[config.mk]
export PLATFORM = sky130hd
export DESIGN_NAME = newline_frame_splitter
export DESIGN_NICKNAME = d
export VERILOG_FILES = /design/src/nfs_pkg.sv /design/src/nfs_ctrl.sv /design/src/nfs_datapath.sv /design/src/newline_frame_splitter.sv
export SDC_FILE = /design/constraint.sdc
export NUM_CORES = 1
export LEC_CHECK = 0
export BUFFER_PORTS_ARGS = -buffer_cell sky130_fd_sc_hd__buf_2
export CELL_PAD_IN_SITES_DETAIL_PLACEMENT = 1
export CELL_PAD_IN_SITES_GLOBAL_PLACEMENT = 1
export CORE_MARGIN = 5
export CORE_UTILIZATION = 53
export DETAILED_ROUTE_END_ITERATION = 10
export PLACE_DENSITY = 0.74
export SLEW_MARGIN = 10
export SYNTH_ARGS = -nofsm -noshare
export SYNTH_HDL_FRONTEND = slang
export SYNTH_SLANG_ARGS = --single-unit
[constraint.sdc]
create_clock -name aclk -period 8.6 [get_ports aclk]
set_input_delay 0.43 -clock aclk [delete_from_list [all_inputs] [get_ports aclk]]
set_output_delay 0.43 -clock aclk [all_outputs]
set_load 0.01 [all_outputs]
[src/nfs_pkg.sv]
// Shared constants, types and command/status structs for the newline frame splitter.
package nfs_pkg;

    localparam int MAX_FRAME = 64;
    localparam int ADDR_W    = $clog2(MAX_FRAME);
    localparam int LEN_W     = $clog2(MAX_FRAME + 1);
    localparam int BYTE_W    = 8;
    localparam int COUNT_W   = 32;
    localparam int FIELD_W   = BYTE_W + COUNT_W + LEN_W;
    localparam int TDATA_W   = ((FIELD_W + 7) / 8) * 8;
    localparam int PAD_W     = TDATA_W - FIELD_W;

    localparam logic [BYTE_W-1:0] CH_CR = 8'h0D;
    localparam logic [BYTE_W-1:0] CH_LF = 8'h0A;

    localparam logic MODE_DATA  = 1'b0;
    localparam logic MODE_CLEAR = 1'b1;

    localparam logic KIND_FRAME  = 1'b0;
    localparam logic KIND_NOTICE = 1'b1;

    localparam logic [LEN_W-1:0]   LIMIT_RESET = LEN_W'(MAX_FRAME);
    localparam logic [COUNT_W-1:0] COUNT_MAX   = '1;

    typedef enum logic [1:0] {
        ST_IDLE,
        ST_FETCH,
        ST_SEND
    } ctrl_state_t;

    typedef struct packed {
        logic accept;
        logic rd_en;
        logic emit;
    } ctrl_cmd_t;

    typedef struct packed {
        logic out_free;
        logic line_start;
        logic last_read;
    } dp_status_t;

endpackage

[src/nfs_ctrl.sv]
// Controller state machine: accepts words and sequences the read-out of a buffered line.
module nfs_ctrl (
    input  logic                aclk,
    input  logic                aresetn,
    input  logic                s_tvalid,
    output logic                s_tready,
    input  nfs_pkg::dp_status_t status,
    output nfs_pkg::ctrl_cmd_t  cmd
);

    nfs_pkg::ctrl_state_t state_reg;
    nfs_pkg::ctrl_state_t state_next;

    always_ff @(posedge aclk) begin
        if (!aresetn) begin
            state_reg <= nfs_pkg::ST_IDLE;
        end else begin
            state_reg <= state_next;
        end
    end

    always_comb begin
        state_next = state_reg;
        case (state_reg)
            nfs_pkg::ST_IDLE: begin
                if (s_tvalid && status.out_free && status.line_start) begin
                    state_next = nfs_pkg::ST_FETCH;
                end
            end
            nfs_pkg::ST_FETCH: begin
                state_next = nfs_pkg::ST_SEND;
            end
            nfs_pkg::ST_SEND: begin
                if (status.out_free && status.last_read) begin
                    state_next = nfs_pkg::ST_IDLE;
                end
            end
            default: begin
                state_next = nfs_pkg::ST_IDLE;
            end
        endcase
    end

    always_comb begin
        s_tready   = 1'b0;
        cmd.accept = 1'b0;
        cmd.rd_en  = 1'b0;
        cmd.emit   = 1'b0;
        case (state_reg)
            nfs_pkg::ST_IDLE: begin
                s_tready   = status.out_free;
                cmd.accept = s_tvalid && status.out_free;
            end
            nfs_pkg::ST_FETCH: begin
                cmd.rd_en = 1'b1;
            end
            nfs_pkg::ST_SEND: begin
                cmd.emit  = status.out_free;
                cmd.rd_en = status.out_free && !status.last_read;
            end
            default: begin
                s_tready = 1'b0;
            end
        endcase
    end

endmodule

[src/nfs_datapath.sv]
// Datapath: line buffer, length, drop flag, reject counter, limit register and output register.
module nfs_datapath (
    input  logic                                   aclk,
    input  logic                                   aresetn,
    input  logic                                   cfg_wr_en,
    input  logic [nfs_pkg::LEN_W-1:0]              cfg_wr_data,
    input  logic [7:0]                             s_tdata,
    input  logic                                   s_tuser,
    output logic                                   m_tvalid,
    input  logic                                   m_tready,
    output logic [nfs_pkg::TDATA_W-1:0]            m_tdata,
    output logic                                   m_tuser,
    output logic                                   m_tlast,
    input  nfs_pkg::ctrl_cmd_t                     cmd,
    output nfs_pkg::dp_status_t                    status
);

    logic [nfs_pkg::BYTE_W-1:0] line_mem [nfs_pkg::MAX_FRAME];

    logic [nfs_pkg::LEN_W-1:0]   frame_limit_reg;
    logic [nfs_pkg::LEN_W-1:0]   line_length_reg, line_length_next;
    logic                        dropping_reg, dropping_next;
    logic [nfs_pkg::COUNT_W-1:0] reject_count_reg, reject_count_next;
    logic [nfs_pkg::BYTE_W-1:0]  last_byte_reg;
    logic [nfs_pkg::LEN_W-1:0]   emit_len_reg;
    logic [nfs_pkg::LEN_W-1:0]   rd_ptr_reg, rd_ptr_next;
    logic [nfs_pkg::BYTE_W-1:0]  rd_data_reg;

    logic                        out_valid_reg, out_valid_next;
    logic                        out_kind_reg;
    logic                        out_last_reg;
    logic [nfs_pkg::BYTE_W-1:0]  out_byte_reg;
    logic [nfs_pkg::COUNT_W-1:0] out_total_reg;
    logic [nfs_pkg::LEN_W-1:0]   out_len_reg;

    logic [nfs_pkg::LEN_W-1:0]   limit_eff;
    logic [nfs_pkg::LEN_W-1:0]   emit_len;
    logic [nfs_pkg::COUNT_W-1:0] count_inc;
    logic                        is_lf;
    logic                        strip_cr;
    logic                        data_word;
    logic                        oversize;
    logic                        store_byte;
    logic                        notice_load;

    always_comb begin
        if (frame_limit_reg == '0) begin
            limit_eff = nfs_pkg::LEN_W'(1);
        end else if (frame_limit_reg > nfs_pkg::LIMIT_RESET) begin
            limit_eff = nfs_pkg::LIMIT_RESET;
        end else begin
            limit_eff = frame_limit_reg;
        end
    end

    assign is_lf     = (s_tdata == nfs_pkg::CH_LF);
    assign strip_cr  = (line_length_reg != '0) && (last_byte_reg == nfs_pkg::CH_CR);
    assign emit_len  = line_length_reg - nfs_pkg::LEN_W'(strip_cr);
    assign count_inc = (reject_count_reg == nfs_pkg::COUNT_MAX) ? reject_count_reg
                                                                : reject_count_reg + 1'b1;
    assign data_word = (s_tuser == nfs_pkg::MODE_DATA) && !dropping_reg;
    assign oversize  = data_word && !is_lf && (line_length_reg >= limit_eff);

    assign status.out_free   = !out_valid_reg || m_tready;
    assign status.line_start = data_word && is_lf && (emit_len != '0);
    assign status.last_read  = (rd_ptr_reg == emit_len_reg);

    assign store_byte  = cmd.accept && data_word && !is_lf && !oversize;
    assign notice_load = cmd.accept && oversize;

    always_comb begin
        line_length_next  = line_length_reg;
        dropping_next     = dropping_reg;
        reject_count_next = reject_count_reg;
        if (cmd.accept) begin
            if (s_tuser == nfs_pkg::MODE_CLEAR) begin
                line_length_next  = '0;
                dropping_next     = 1'b0;
                reject_count_next = '0;
            end else if (dropping_reg) begin
                if (is_lf) begin
                    dropping_next = 1'b0;
                end
            end else if (is_lf) begin
                line_length_next = '0;
            end else if (oversize) begin
                line_length_next  = '0;
                dropping_next     = 1'b1;
                reject_count_next = count_inc;
            end else begin
                line_length_next = line_length_reg + 1'b1;
            end
        end
    end

    always_comb begin
        rd_ptr_next = rd_ptr_reg;
        if (cmd.accept && status.line_start) begin
            rd_ptr_next = '0;
        end else if (cmd.rd_en) begin
            rd_ptr_next = rd_ptr_reg + 1'b1;
        end
    end

    always_comb begin
        out_valid_next = out_valid_reg;
        if (cmd.emit || notice_load) begin
            out_valid_next = 1'b1;
        end else if (m_tready) begin
            out_valid_next = 1'b0;
        end
    end

    always_ff @(posedge aclk) begin
        if (!aresetn) begin
            frame_limit_reg  <= nfs_pkg::LIMIT_RESET;
            line_length_reg  <= '0;
            dropping_reg     <= 1'b0;
            reject_count_reg <= '0;
            out_valid_reg    <= 1'b0;
        end else begin
            if (cfg_wr_en) begin
                frame_limit_reg <= cfg_wr_data;
            end
            line_length_reg  <= line_length_next;
            dropping_reg     <= dropping_next;
            reject_count_reg <= reject_count_next;
            out_valid_reg    <= out_valid_next;
        end
    end

    always_ff @(posedge aclk) begin
        rd_ptr_reg <= rd_ptr_next;
        if (store_byte) begin
            line_mem[line_length_reg[nfs_pkg::ADDR_W-1:0]] <= s_tdata;
            last_byte_reg <= s_tdata;
        end
        if (cmd.accept && status.line_start) begin
            emit_len_reg <= emit_len;
        end
        if (cmd.rd_en) begin
            rd_data_reg <= line_mem[rd_ptr_reg[nfs_pkg::ADDR_W-1:0]];
        end
        if (notice_load) begin
            out_kind_reg  <= nfs_pkg::KIND_NOTICE;
            out_byte_reg  <= '0;
            out_last_reg  <= 1'b1;
            out_total_reg <= count_inc;
            out_len_reg   <= '0;
        end else if (cmd.emit) begin
            out_kind_reg  <= nfs_pkg::KIND_FRAME;
            out_byte_reg  <= rd_data_reg;
            out_last_reg  <= status.last_read;
            out_total_reg <= reject_count_reg;
            out_len_reg   <= line_length_reg;
        end
    end

    assign m_tvalid = out_valid_reg;
    assign m_tuser  = out_kind_reg;
    assign m_tlast  = out_last_reg;
    assign m_tdata  = {{nfs_pkg::PAD_W{1'b0}}, out_len_reg, out_total_reg, out_byte_reg};

endmodule

[src/newline_frame_splitter.sv]
// Top level of the newline frame splitter: controller and datapath.
//
//   Channel   Direction  Handshake            Contents
//   s_        in         s_tvalid/s_tready    tdata: data_byte; tuser: mode
//   m_        out        m_tvalid/m_tready    tdata: frame_byte, oversize_total,
//                                             pending_length; tuser: kind; tlast: last
//   cfg_      in         cfg_wr_en            frame_limit
//
// A data byte, clear command or oversize notice is handled in ST_IDLE; a newline that ends a
// non-empty line passes through ST_FETCH and ST_SEND, and each emitted byte is read through the single
// registered read port of the 64-byte line buffer; s_tready stays low until the last byte is sent.
// Reset is synchronous and active low; the line buffer is not cleared.
// A stalled output register holds its word and stops both the read-out and s_tready.
module newline_frame_splitter (
    input  logic                           aclk,
    input  logic                           aresetn,
    input  logic                           cfg_wr_en,
    input  logic [nfs_pkg::LEN_W-1:0]      cfg_wr_data,   // frame_limit
    input  logic                           s_tvalid,
    output logic                           s_tready,
    input  logic [7:0]                     s_tdata,       // [7:0] data_byte
    input  logic                           s_tuser,       // [0] mode
    output logic                           m_tvalid,
    input  logic                           m_tready,
    output logic [nfs_pkg::TDATA_W-1:0]    m_tdata,       // [7:0] frame_byte, [39:8]
                                                          // oversize_total, [46:40]
                                                          // pending_length
    output logic                           m_tuser,       // [0] kind
    output logic                           m_tlast
);

    nfs_pkg::ctrl_cmd_t  cmd;
    nfs_pkg::dp_status_t status;

    nfs_ctrl u_ctrl (
        .aclk     (aclk),
        .aresetn  (aresetn),
        .s_tvalid (s_tvalid),
        .s_tready (s_tready),
        .status   (status),
        .cmd      (cmd)
    );

    nfs_datapath u_datapath (
        .aclk        (aclk),
        .aresetn     (aresetn),
        .cfg_wr_en   (cfg_wr_en),
        .cfg_wr_data (cfg_wr_data),
        .s_tdata     (s_tdata),
        .s_tuser     (s_tuser),
        .m_tvalid    (m_tvalid),
        .m_tready    (m_tready),
        .m_tdata     (m_tdata),
        .m_tuser     (m_tuser),
        .m_tlast     (m_tlast),
        .cmd         (cmd),
        .status      (status)
    );

endmodule

Word level (Yosys, flattened, before mapping) --
Memory sizes are Yosys's and may differ from the RTL's. A register that Yosys moved wholly into a read port is not among the register bits. Index checks and enable logic that the tools add are counted. Widths: inputs -> output; s select.
Operators by class: add/subtract/negate cells 4, multiply operators 0, div/mod/pow operators 0, $lt $le $gt $ge 2, eq/ne operators 10, shifts and indexed selects 0, muxes and demuxes 29, bitwise gates (word level) 1, reduce and logical (&&, ||, !) cells 32
Operators with widths (number):
- $mux 32 | 7
- $mux 7 | 6
- $add 32x1->32 const B | 1
- $eq 32x32->1 const B | 1
- $eq 8x4->1 const B | 2
- $logic_and 1x1->1 | 15
- $add 7x1->7 const B | 2
- $reduce_bool 7->1 | 2
- $mux 1 | 12
- $eq 7x7->1 | 1
- $ge 7x7->1 | 1
- $gt 7x7->1 const B | 1
- $logic_not 7->1 | 1
- $sub 7x1->7 | 1
- $pmux 2 s3 | 1
- $reduce_bool 2->1 | 3
- $logic_not 1->1 | 5
- $mux 2 | 2
- $ne 2x1->1 const B | 2
- $ne 2x2->1 const B | 2
- $reduce_and 2->1 | 2
- $reduce_and 4->1 | 1
- $eq 2x1->1 const B | 1
- $eq 2x2->1 const B | 1
- 4 further kinds | 5
Storage, ports and cells: register bits 121, bits in latches 0, RAM bits 512, ROM bits 0, input port bits 21, word-level logic and storage cells 93, memories 1
Memory list:
- u_datapath.line_mem | depth 64, width 8, read ports 1, clocked after Yosys merged registers in 1, wr ports 1, RTL line nfs_datapath.sv:18 | logic [nfs_pkg::BYTE_W-1:0] line_mem [nfs_pkg::MAX_FRAME];

Depth between registers and ports, before layout --
depth after elaboration 9, depth in mapped cells 13, mapped depth without buffers 11

Cells and area by module --
From an unflattened synthesis, not the netlist that was laid out.
Unflattened totals: cell total of the unflattened synthesis 1557, area total of the unflattened synthesis 26012.4 um2
By module, submodules not included:
- nfs_datapath | instances 1, cells each 1536, area an instance 25833.5 um2, seq. area each 18467.7 um2
- nfs_ctrl | instances 1, cells each 21, area an instance 178.9 um2, seq. area each 40.0 um2

Least setup slack after synthesis --
OpenSTA, ideal clock, no wires.
path kind register -> register, start register u_datapath.line_length_reg[0] (netlist bit), end memory u_datapath.line_mem[25][0] (netlist bit), enable pin, arrival 2840 ps, setup slack 5389 ps, cell stages (with the launch flop) 12, buffers on the path 2, clock period less this slack 3211 ps, path through dfxtp_1 > clkbuf_1 > inv_1 > ha_1 > nor2b_1 > o21ai_1 > a221oi_4 > nand2_1 > inv_1 > buf_2 > nand3_1 > nor2_1
Between the ends: longest elaborated chain between the ends 6
Ends and longest elaborated chain:
- start, declared | RTL line nfs_datapath.sv:21 | logic [nfs_pkg::LEN_W-1:0] line_length_reg, line_length_next;
- start signal, assigned | RTL line nfs_datapath.sv:125 | line_length_reg <= line_length_next;
- $ge 7x7->1 | RTL line nfs_datapath.sv:62 | assign oversize = data_word && !is_lf && (line_length_reg >= limit_eff);
- $logic_and 1x1->1 | RTL line nfs_datapath.sv:62
- $logic_not 1->1 | RTL line nfs_datapath.sv:68 | assign store_byte = cmd.accept && data_word && !is_lf && !oversize;
- $logic_and 1x1->1 | RTL line nfs_datapath.sv:68
- net u_datapath.store_byte | RTL line nfs_datapath.sv:43 | logic store_byte;
- $mux 1 | RTL line nfs_datapath.sv:134 | if (store_byte) begin
- $mux 1 (implied by the code) | RTL line nfs_datapath.sv:135 | line_mem[line_length_reg[nfs_pkg::ADDR_W-1:0]] <= s_tdata;
- end, declared | RTL line nfs_datapath.sv:18
The timed path passes the listed nets, and every way through them passes these cells.

Final worst setup path --
start register u_datapath.line_length_reg[2] (netlist bit), end memory u_datapath.line_mem[46][0] (netlist bit), enable pin
Between the ends: longest elaborated chain between the ends 6
Ends and longest elaborated chain (RTL line):
- $ge 7x7->1 | nfs_datapath.sv:62
- $logic_and 1x1->1 | nfs_datapath.sv:62
- $logic_not 1->1 | nfs_datapath.sv:68
- $logic_and 1x1->1 | nfs_datapath.sv:68
- $mux 1 | nfs_datapath.sv:134
- $mux 1 (implied by the code) | nfs_datapath.sv:135
Parallel ways exist; a longest one is shown, timed or not.

==> run_results.csv <==
group,metric,value,unit
synth,synth_nets,1569,
power,switchingPower,1.295,mW
grt,grt_first_pass_wirelength,100.9,mm
placement,hpwlAfterDp,43.68,mm
synth,synth_top_family_by_area,"multiplexers",
synth,avgSynthCellArea,16.95,um2
clock_tree,numCtsBuffers,68,
die,coreArea,48750,um2
synth,synthMuxAreaShare,0.1253,
die,die_x,231.3,um
outcome,status,"finished clean",
timing,final-setup-viol-count,0,
detailed_routing,avgRoutedWirePerCell,29.13,um
worst_hold_path,hold_start,"cfg_wr_data[0]",
power,p_leak,9.364,nW
timing,slew_violations,0,
timing,setup_ws,3.596,ns
critical_path,worst_path_max_delay_cell,"nor2_1",
die,start_util,0.5326,
power,p_seq_frac,0.525,
grt,antenna_found_initial,1,
synth,async_reset_ff_frac,0,
power,finalPower,6.472,mW
cells_and_area,syn_to_final_growth,12.32,%
worst_hold_path,hold_path.class,"in -> reg",
grt,grt-ovfl-total,0,
critical_path,cp_slowest_stage_delay,0.94,ns
clock_tree,cts_sinks,641,
grt,grt_use_met2,0.4101,
clock_tree,cts_tree,"done",
clock_tree,root_buffer,"clkbuf_16",
placement,dp.cells,2208,
critical_path,cp.required,8.82,ns
clock_tree,htree_num_levels,3,
synth,ys_warn_count,0,
worst_hold_path,whs_endpoint,"u_datapath.frame_limit_reg[0]",
clock_tree,cts.clk_slew.worst_paths,0.06,ns
power,peakVddDrop,0.1912,mV
timing,hold_slack,0.08962,ns
synth,synth_flop_cell,"edfxtp_1",
timing,slew_headroom,0.09220,
critical_path,crit_chain,"ha_1 -> a211oi_1 -> o21ai_1 -> a221oi_4 -> nand2_1 -> inv_1 -> nand4_1 -> nor2_1",
synth,synth_area,25960,um2
placement,place_ws,3.664,ns
grt,use_met1,0.3423,
cells_and_area,fin_cells,2329,
critical_path,end_kind,"flip-flop",
run,maxCapViolCount,0,
power,swShare,0.2001,
placement,port_buffers,71,
timing,worstMarginPinSlew,1.359,ns
timing,skew,0.02930,ns
power,p_int,5.177,mW
synth,synth_enable_flop_cells,567,
detailed_routing,ant_nets,0,
die,pin_count,73,
synth,synth_fa_ha_area_frac,0.007711,
synth,seq_area_frac_synth,0.7129,
placement,gp_congestion,0.8769,
grt,gr-usage-met3,0.06382,
detailed_routing,wl,67.85,mm
cells_and_area,layout.nets,1651,
grt,grtUsageTotal,0.2552,
critical_path,critPathBufInv,1,
cells_and_area,layout-drive-gt1-share,0.2049,
critical_path,r2r_setup_slack,3.60,ns
clock_tree,cts_resized,0,
die,dieArea,53510,um2
timing,rsz0062_at_grt,"false",
die,die_y,231.3,um
clock_tree,clk_path_buf_depth,3,
critical_path,critPathTopFamily,"simple AND/OR/NAND/NOR gates",
worst_hold_path,hold_depth,3,
critical_path,critPathArrivalTime,5.22,ns
synth,syn_inst,1532,
critical_path,r2r-end,"u_datapath.line_mem[46][0]",
critical_path,cp_max_fo,22,
clock_tree,postCtsSetupRepairBufs,0,
power,clkPwrFrac,0.456,
grt,grt_max_degree,61,
timing,timing.final.crit_period,5.004,ns
clock_tree,clk_latency,0.60,ns
synth,synth-compound-area-share,0.04496,
timing,fmaxAchievable,199.8,MHz
cells_and_area,final_cell_mix,"edfxtp_1 (567), mux4_2 (131), nor2_1 (125)",
cells_and_area,final_common_cell,"edfxtp_1",
detailed_routing,firstDrtPassIters,5,
critical_path,reg2reg_from,"u_datapath.line_length_reg[2]",
grt,grt_pass1_vias,15154,
detailed_routing,drtIter0Drc,1289,
critical_path,crit_type,"reg -> reg",
power,combPwrFrac,0.019,
power,power_density,221.9,nW/um2
critical_path,ff2ff_path_depth,8,
synth,synth.distinct_cells,71,
detailed_routing,vias,14462,
timing,fin_crit_sh,0.5819,
critical_path,critPathLaunchType,"flip-flop",
synth,synth-simple-area-share,0.07282,
clock_tree,cts_hold_buf,0,
timing,tns,0,ns
grt,grt-busiest-layer,"met2",
cells_and_area,largest_register_ffs,512,
die,num_rows,81,
synth,ys_ff_latch,641,
timing,hold_viol_final,0,
detailed_routing,vias_per_cell,6.210,
synth,synthXorXnorAreaFrac,0.01648,
detailed_routing,drc,0,
cell type report:
class                   instances  area [um2]
inverters                      25       93.84
well taps                     664       830.8
flip-flops and latches        641       18520
fillers                      4305       19590
clock inverters                31       349.1
diodes                          1       2.502
multi-input cells             783        6947
repair buffers                 95       535.5
clock buffers                  89        1886
per-stage QoR:
stage / cell area (um2) / util
2_1_floorplan: 25960 / -
3_3_place_gp: 26920 / 0.5523
3_5_place_dp: 26920 / 0.5523
4_1_cts: 29160 / 0.5981
5_1_grt: 29160 / 0.5981
6_report: 29160 / 0.5982
cells by family after synthesis:
logic type               after synthesis
XOR/XNOR                              48
AO/OA/AOI/OAI                        175
other                                  1
flip-flops                           641
AND/OR/NAND/NOR                      390
adder cells (fa/ha/maj)               16
buffers and inverters                108
multiplexers                         153
cell usage after synthesis, types with 4 or more instances:
| master | number | area, um2 |
|---|---|---|
| buf_6 | 4 | 45.04 |
| inv_1 | 24 | 90.09 |
| o41ai_1 | 4 | 35.03 |
| buf_4 | 7 | 52.55 |
| mux4_2 | 131 | 2950 |
| nor3_1 | 30 | 150.1 |
| nor2b_1 | 12 | 75.07 |
| a21oi_1 | 62 | 310.3 |
| o21ai_0 | 15 | 75.07 |
| xor2_1 | 28 | 245.2 |
| a211oi_1 | 8 | 60.06 |
| ha_1 | 16 | 200.2 |
| nor4_1 | 7 | 43.79 |
| clkbuf_1 | 43 | 161.4 |
| nor2_1 | 126 | 473.0 |
| dfxtp_1 | 74 | 1481 |
| and2_1 | 5 | 31.28 |
| and3_1 | 10 | 62.56 |
| o22ai_1 | 10 | 62.56 |
| or3_1 | 7 | 43.79 |
| xnor2_1 | 19 | 166.4 |
| nand2_1 | 93 | 349.1 |
| buf_2 | 24 | 120.1 |
| nand3b_1 | 7 | 52.55 |
| a31oi_1 | 12 | 75.07 |
| o211ai_1 | 7 | 52.55 |
| or4_1 | 6 | 45.04 |
| a21o_1 | 5 | 37.54 |
| mux2i_1 | 15 | 150.1 |
| nand3_1 | 35 | 175.2 |
| mux4_1 | 5 | 131.4 |
| nand2b_1 | 11 | 68.82 |
| edfxtp_1 | 567 | 17030 |
| a22oi_1 | 23 | 172.7 |
| nand4_1 | 21 | 131.4 |
worst register-to-register path, stage by stage (launching register included):
cell,delay (ns)
dfxtp_1,0.72
ha_1,0.36
a211oi_1,0.22
o21ai_1,0.17
a221oi_4,0.57
nand2_1,0.22
inv_1,0.60
nand4_1,0.84
nor2_1,0.95
per-layer routing:
layer | up-vias | wire [um]
met5 | - | 0
met4 | 0 | 2296
met3 | 117 | 5723
met2 | 658 | 33170
met1 | 7459 | 26660
li1 | 6228 | -
power by group through the flow:
stage / registers, mW / logic, mW / clock network, mW
6_report: 3.40 / 0.125 / 2.95
5_1_grt: 3.40 / 0.136 / 3.15
3_5_place_dp: 3.46 / 0.126 / 0
4_1_cts: 3.40 / 0.127 / 3.00
3_3_place_gp: 3.46 / 0.123 / 0
2_1_floorplan: 3.46 / 0.0432 / 0
worst max path at each step:
| stage | start | cells past startpoint | slack (ns) | to |
|---|---|---|---|---|
| finish | u_datapath.line_length_reg[2] | 8 | 3.60 | u_datapath.line_mem[46][0] |
| global route | u_datapath.line_length_reg[2] | 8 | 3.27 | u_datapath.line_mem[46][4] |
| CTS | u_datapath.line_length_reg[2] | 8 | 3.59 | u_datapath.line_mem[46][0] |
| detailed placement | u_datapath.line_length_reg[2] | 8 | 3.66 | u_datapath.line_mem[46][0] |
| global placement | u_datapath.line_length_reg[2] | 8 | 3.77 | u_datapath.line_mem[41][6] |
| floorplan | u_datapath.line_length_reg[0] | 11 | 5.39 | u_datapath.line_mem[25][0] |
No activity file was read; power rests on OpenSTA's default activity.
